## config.mk

```make
export PLATFORM = sky130hd
export DESIGN_NAME = ptwe_ctrl
export DESIGN_NICKNAME = d
export VERILOG_FILES = /design/src/hw/rtl/ptwe_pkg.sv /design/src/hw/rtl/ptwe_ctrl.sv
export SDC_FILE = /design/constraint.sdc
export NUM_CORES = 1
export LEC_CHECK = 0
export ABC_AREA = 1
export BUFFER_PORTS_ARGS = -buffer_cell sky130_fd_sc_hd__buf_4
export CAP_MARGIN = 40
export CORE_ASPECT_RATIO = 0.9
export CORE_UTILIZATION = 46
export DETAILED_ROUTE_END_ITERATION = 8
export MAX_ROUTING_LAYER = met4
export PLACE_DENSITY = 0.74
export SYNTH_ARGS = -nofsm -noshare
export SYNTH_HDL_FRONTEND = slang
export SYNTH_SLANG_ARGS = --single-unit
```

## constraint.sdc

```tcl
create_clock -name aclk -period 1.3 [get_ports aclk]
set_input_delay 0.065 -clock aclk [delete_from_list [all_inputs] [get_ports aclk]]
set_output_delay 0.065 -clock aclk [all_outputs]
set_load 0.05 [all_outputs]
```

## src/hw/rtl/ptwe_pkg.sv

```systemverilog
// Shared types, defaults and controller/datapath codes of the page table walker.
package ptwe_pkg;

    localparam int PTWE_OFFSET_BITS = 4;
    localparam int PTWE_LEVELS      = 2;
    localparam int PTWE_VADDR_BITS  = 12;
    localparam int PTWE_FRAME_COUNT = 16;
    localparam int PTWE_WORD_BITS   = 32;

    localparam int VA_W      = 12;
    localparam int WDATA_W   = 32;
    localparam int RDATA_W   = 32;
    localparam int S_TDATA_W = 48;
    localparam int M_TDATA_W = 32;

    typedef enum logic [4:0] {
        ST_IDLE,
        ST_WALK_RD,
        ST_WALK_CHK,
        ST_SC_RD,
        ST_SC_CHK,
        ST_SC_ADV,
        ST_UNLINK,
        ST_TAKE,
        ST_EV_RD,
        ST_EV_WR,
        ST_EV_FIN,
        ST_LINK,
        ST_REST,
        ST_RS_RD,
        ST_RS_WR,
        ST_RS_FIN,
        ST_ACC,
        ST_RESP,
        ST_FAIL
    } state_t;

    typedef enum logic [4:0] {
        OP_NONE,
        OP_LOAD,
        OP_WALK_RD,
        OP_WALK_ADV,
        OP_SCAN_INIT,
        OP_SCAN_RD,
        OP_SCAN_CHK,
        OP_SCAN_ADV,
        OP_UNLINK,
        OP_GROW,
        OP_EVICT_RD,
        OP_EVICT_WR,
        OP_EVICT_FIN,
        OP_LINK,
        OP_REST_RD,
        OP_REST_WR,
        OP_REST_FIN,
        OP_ACC,
        OP_RESULT_OK,
        OP_RESULT_FAIL
    } dp_op_t;

    typedef struct packed {
        dp_op_t op;
        logic   in_ready;
    } dp_cmd_t;

    typedef struct packed {
        logic in_oor;
        logic ent_nz;
        logic walk_last;
        logic leaf;
        logic idx_last;
        logic tbl_empty;
        logic d_zero;
        logic can_grow;
        logic victim;
        logic k_last;
        logic rest_need;
        logic out_busy;
    } dp_status_t;

endpackage

```

## src/hw/rtl/ptwe_ctrl.sv

```systemverilog
// Controller: sequences walk, frame scan, eviction, restore and access steps.
module ptwe_ctrl (
    input  logic                  aclk,
    input  logic                  aresetn,
    input  logic                  s_tvalid,
    input  ptwe_pkg::dp_status_t  status,
    output ptwe_pkg::dp_cmd_t     cmd
);
    import ptwe_pkg::*;

    state_t state_reg;
    state_t state_next;

    always_ff @(posedge aclk) begin
        if (!aresetn) begin
            state_reg <= ST_IDLE;
        end else begin
            state_reg <= state_next;
        end
    end

    always_comb begin
        state_next   = state_reg;
        cmd.op       = OP_NONE;
        cmd.in_ready = 1'b0;
        unique case (state_reg)
            ST_IDLE: begin
                cmd.in_ready = 1'b1;
                if (s_tvalid) begin
                    cmd.op     = OP_LOAD;
                    state_next = status.in_oor ? ST_FAIL : ST_WALK_RD;
                end
            end
            ST_WALK_RD: begin
                cmd.op     = OP_WALK_RD;
                state_next = ST_WALK_CHK;
            end
            ST_WALK_CHK: begin
                if (status.ent_nz) begin
                    cmd.op     = OP_WALK_ADV;
                    state_next = status.walk_last ? ST_REST : ST_WALK_RD;
                end else begin
                    cmd.op     = OP_SCAN_INIT;
                    state_next = ST_SC_RD;
                end
            end
            ST_SC_RD: begin
                cmd.op     = OP_SCAN_RD;
                state_next = ST_SC_CHK;
            end
            ST_SC_CHK: begin
                cmd.op     = OP_SCAN_CHK;
                // descend into a linked table, otherwise step to the next entry
                state_next = (status.ent_nz && !status.leaf) ? ST_SC_RD : ST_SC_ADV;
            end
            ST_SC_ADV: begin
                cmd.op = OP_SCAN_ADV;
                priority if (!status.idx_last) begin
                    state_next = ST_SC_RD;
                end else if (status.tbl_empty) begin
                    state_next = ST_UNLINK;
                end else if (status.d_zero) begin
                    state_next = ST_TAKE;
                end else begin
                    state_next = ST_SC_ADV;
                end
            end
            ST_UNLINK: begin
                cmd.op     = OP_UNLINK;
                state_next = ST_LINK;
            end
            ST_TAKE: begin
                priority if (status.can_grow) begin
                    cmd.op     = OP_GROW;
                    state_next = ST_LINK;
                end else if (status.victim) begin
                    state_next = ST_EV_RD;
                end else begin
                    state_next = ST_FAIL;
                end
            end
            ST_EV_RD: begin
                cmd.op     = OP_EVICT_RD;
                state_next = ST_EV_WR;
            end
            ST_EV_WR: begin
                cmd.op     = OP_EVICT_WR;
                state_next = status.k_last ? ST_EV_FIN : ST_EV_RD;
            end
            ST_EV_FIN: begin
                cmd.op     = OP_EVICT_FIN;
                state_next = ST_LINK;
            end
            ST_LINK: begin
                cmd.op     = OP_LINK;
                state_next = status.walk_last ? ST_REST : ST_WALK_RD;
            end
            ST_REST: begin
                state_next = status.rest_need ? ST_RS_RD : ST_ACC;
            end
            ST_RS_RD: begin
                cmd.op     = OP_REST_RD;
                state_next = ST_RS_WR;
            end
            ST_RS_WR: begin
                cmd.op     = OP_REST_WR;
                state_next = status.k_last ? ST_RS_FIN : ST_RS_RD;
            end
            ST_RS_FIN: begin
                cmd.op     = OP_REST_FIN;
                state_next = ST_ACC;
            end
            ST_ACC: begin
                cmd.op     = OP_ACC;
                state_next = ST_RESP;
            end
            ST_RESP: begin
                // hold until the result register frees up
                if (!status.out_busy) begin
                    cmd.op     = OP_RESULT_OK;
                    state_next = ST_IDLE;
                end
            end
            ST_FAIL: begin
                if (!status.out_busy) begin
                    cmd.op     = OP_RESULT_FAIL;
                    state_next = ST_IDLE;
                end
            end
            default: begin
                state_next = ST_IDLE;
            end
        endcase
    end

endmodule

```

Yosys cells after proc, flatten, opt, wreduce, memory -nomap -nowiden

Cells that the tools add are included.

Register bits after elaboration: 5
Input port bits: 15
Output and inout port bits: 6
Logic and storage cells: 49

Equality and inequality tests: 20
Mux-type cells: 22
Reductions and logical operators: 6

Operators with widths:

| operator             | number |
|---|---|
| $pmux W5 S18         | 1 |
| $pmux W5 S17         | 1 |
| $eq A5 B4 Y1 const B | 8 |
| $mux W5              | 8 |
| $eq A5 B3 Y1 const B | 4 |
| $eq A5 B5 Y1 const B | 3 |
| $mux W4              | 3 |
| $eq A5 B2 Y1 const B | 2 |
| $mux W3              | 3 |
| $mux W2              | 4 |
| $eq A5 B1 Y1 const B | 1 |
| $logic_not A5 Y1     | 1 |
| $ne A2 B2 Y1 const B | 2 |
| $reduce_or A2 Y1     | 2 |
| $mux W1              | 2 |
| $reduce_and A2 Y1    | 1 |
| $logic_and A1 B1 Y1  | 1 |
| $logic_not A1 Y1     | 1 |

Longest topological paths before layout

Depth after elaboration: 4
Mapped depth: 10
Gate-level depth less buffers: 10

Worst setup path after synthesis

OpenSTA, ideal clock, no wires.

Kind: flip-flop to output port
Start point: register state_reg[2]
End point: output port cmd[1] (netlist name)
Data arrival time: 1653 ps
Required time: 1235 ps
Slack: -418 ps
Cell stages (with the launch flop): 8
Buffers on the path: 0
Cell sequence: dfxtp_1 > nor2_4 > nand2_1 > inv_2 > nand2_1 > inv_1 > nand2_1 > nand4_1

RTL lines:

| what                   | RTL line        | source |
|---|---|---|
| from (decl)            | ptwe_ctrl.sv:11 | `state_t state_reg;` |
| from (signal assigned) | ptwe_ctrl.sv:18 | `state_reg <= state_next;` |
| to (decl)              | ptwe_ctrl.sv:7  | `output ptwe_pkg::dp_cmd_t cmd` |

==> impl_summary.log <==
INFO  metric count_of_flip_flops_with_a_built_in_enable_after_synthesis = 0
INFO  metric report.final.slew_viol_count = 0
INFO  metric cts_sinks = 5
INFO  metric max-slew-margin-rel = 77.1%
INFO  metric worst_skew_pair.late_latency = 0.26 ns
INFO  metric worstMarginPinSlew = 0.341 ns
INFO  metric unrepaired_setup_endpoints_after_global_routing = true
INFO  metric synth-warning-count = 0
INFO  metric route.detailed.vias_per_inst = 6.25
INFO  metric post_route_drc_violation_count = 0
INFO  metric hold_buffers = 0
INFO  metric placed_cell_area = 1060 µm²
INFO  metric largest_register_ffs = 5
INFO  metric globalRouteOverflowTotal = 0
INFO  metric hpwl = 1.95 mm
INFO  metric layout.cells.non_filler = 207
INFO  metric netlist.top_cell.by_area = nand2_1
INFO  metric growth_of_design_area_from_synthesis_to_finish = 78.3%
INFO  metric min_period = 1.75 ns
INFO  metric design.core.area = 1500 µm²
INFO  metric total_leakage_power = 0.700 nW
INFO  metric largest_net_degree_at_the_start_of_global_routing = 8
INFO  metric layout-drive-gt1-share = 55.1%
INFO  metric htreeDepth = 1
INFO  metric cp_data_arrival_time = 1.68 ns
INFO  metric drtPass1Iterations = 5
INFO  metric synth_cell_types = 22
INFO  metric timing.critical_path.required = 1.24 ns
INFO  metric synth-async-reset-ratio = 0%
INFO  metric critPathSlowestCell = dfxtp_4
INFO  metric critical-path-max-stage-delay = 0.42 ns
INFO  metric mappedNetlistArea = 762 µm²
INFO  metric num_io_pins = 21
INFO  metric outcome = finished with violations
INFO  metric grt_pass1_wl = 4.32 mm
INFO  metric violations = negative setup slack
INFO  metric number_of_nets_in_the_final_layout = 201
INFO  metric height_of_the_chip = 40.6 µm
INFO  metric startpoint_type = flip-flop
INFO  metric cap_violations = 0
INFO  metric period_share = 134%
INFO  metric timing.hold.ws = 0.185 ns
INFO  metric design.die.area = 1820 µm²
INFO  metric accumulated_negative_setup_slack = -2.74 ns
INFO  metric initial_utilization = 50.9%
INFO  metric yosys-top-cells-area = nand2_1 22%, dfxtp_1 13%, nor2_1 9.4%
INFO  metric path_clk_slew = 0.06 ns
INFO  metric numPlacedInstances = 193
INFO  metric critical_path.max_fanout = 7
INFO  metric grt_util_all_layers = 35.7%
INFO  metric drt-initial-drc-count = 137
INFO  metric syn_area_per_cell = 5.37 µm²
INFO  metric die_w = 44.9 µm
INFO  metric grt_antenna_before_repair = 0
INFO  metric layout_commonest_cell = nand2_1
INFO  metric route.detailed.wl_per_inst = 18.7 µm
INFO  metric utilization = 90.8%
INFO  metric drt.antenna.violating_nets = 0
INFO  metric worstPathCellList = inv_2 > buf_4 > nor2_1 > nand4_1 > nand2_1 > nor2_1 > nand2_1 > buf_6
INFO  metric ys_ff_latch = 5
INFO  metric tritoncts = built
INFO  metric via_count = 1293
INFO  metric pre_cts_ws = -0.0804 ns
INFO  metric layout_common_cells = 32 x nand2_1, 26 x buf_4, 15 x nor2_1
INFO  metric num_antenna_cells = 0
INFO  metric buffer_ports.inserted = 20
INFO  metric cts_root_buf = clkbuf_4
INFO  metric synthesis.nets = 157
INFO  metric ys_dominant_reg_cell = dfxtp_1
INFO  metric peakVddDrop = 2.51 mV
INFO  metric final_design_area_no_fill = 1360 µm²
INFO  metric design_power_total = 3.41 mW
INFO  metric clock_skew = 0.00953 ns
INFO  metric drt_wl_total = 3.87 mm
INFO  metric final_hold_viol_count = 0
INFO  metric synth-seq-area-share = 13.1%
INFO  metric timing.hold.worst.class = input port to flip-flop
INFO  metric final_critical_path_setup_slack = -0.446 ns
INFO  metric vias_in_the_first_global_route = 934
INFO  metric setup_viol = 11
INFO  metric synth_cells = 142
INFO  metric tritoncts.num_buffers = 3
INFO  metric synth.top_cell.area_share = 21.7%
INFO  metric critical_path.endpoint_type = output port
INFO  metric std_cell_rows = 13
INFO  metric gp_congestion = 0.972
INFO  metric power_per_cell_area = 2510 nW/µm²
INFO  metric cts-root-to-sink-buffers = 2
INFO  metric category_of_the_critical_setup_timing_path = flip-flop to output port
INFO  metric max_clock_freq = 0.573 GHz
## synthesized netlist by cell type, types with 2 or more instances
master and instances:
nand2_1 44, o21ai_0 3, nor2_1 19, nand4_1 9
nand3_1 10, inv_1 17, o21ai_2 2, nor2_4 4
nor3_1 5, dfxtp_1 5, nand2_2 3, a21oi_1 4
nor2_2 2, inv_2 7
## critical path, delay by kind of cell (launching register included)
kind	cells	cell delay, ns
buf+inv	3	0.37
simple gates	5	0.63
flops	1	0.42
## power breakdown
group	internal [mW]	leakage, nW	total (mW)	switching, mW
Sequential	0.240	0.0445	0.372	0.132
Combinational	1.06	0.641	2.84	1.78
Clock	0.118	0.0150	0.205	0.0872
Total	1.41	0.700	3.41	2.00
## routing by layer
metal	global-route usage (%)	vias up	part of all wire, %
li1	-	549	-
met1	47.4	560	39
met2	55.9	140	40
met3	0	44	15
met4	21.2	0	6.2
met5	-	-	0
## cell type report
type | count | area, µm²
multi-input cells | 113 | 736
repair buffers | 39 | 354
fillers | 76 | 138
flip-flops and latches | 5 | 119
inverters | 24 | 96.3
well taps | 22 | 27.5
clock buffers | 4 | 26.3
## what timing repair did
action / 4_1_cts / 5_1_grt
pin swaps: 12 / 13
gates cloned: 0 / 0
hold endpoints to repair: 0 / 0
setup endpoints to repair: 8 / 11
buffers inserted: 9 / 1
resized for setup: 24 / 31
## path summary, 6_finish.rpt
kind                              from                   endpoint  slack [ns]  depth (start not counted)
min reg2reg  state_reg[1]$_SDFFE_PN0P_  state_reg[1]$_SDFFE_PN0P_        0.63                          2
max          state_reg[1]$_SDFFE_PN0P_                     cmd[3]       -0.45                          8
min                           s_tvalid  state_reg[0]$_SDFFE_PN0P_        0.18                          4
max reg2reg  state_reg[1]$_SDFFE_PN0P_  state_reg[1]$_SDFFE_PN0P_       -0.33                         11
## kinds of logic after synthesis
group	synth area share (%)
AND/OR/NAND/NOR	63.2
flip-flops	13.1
buffers and inverters	11.8
AO/OA/AOI/OAI	11.8
No activity file was read; power rests on OpenSTA's default activity.
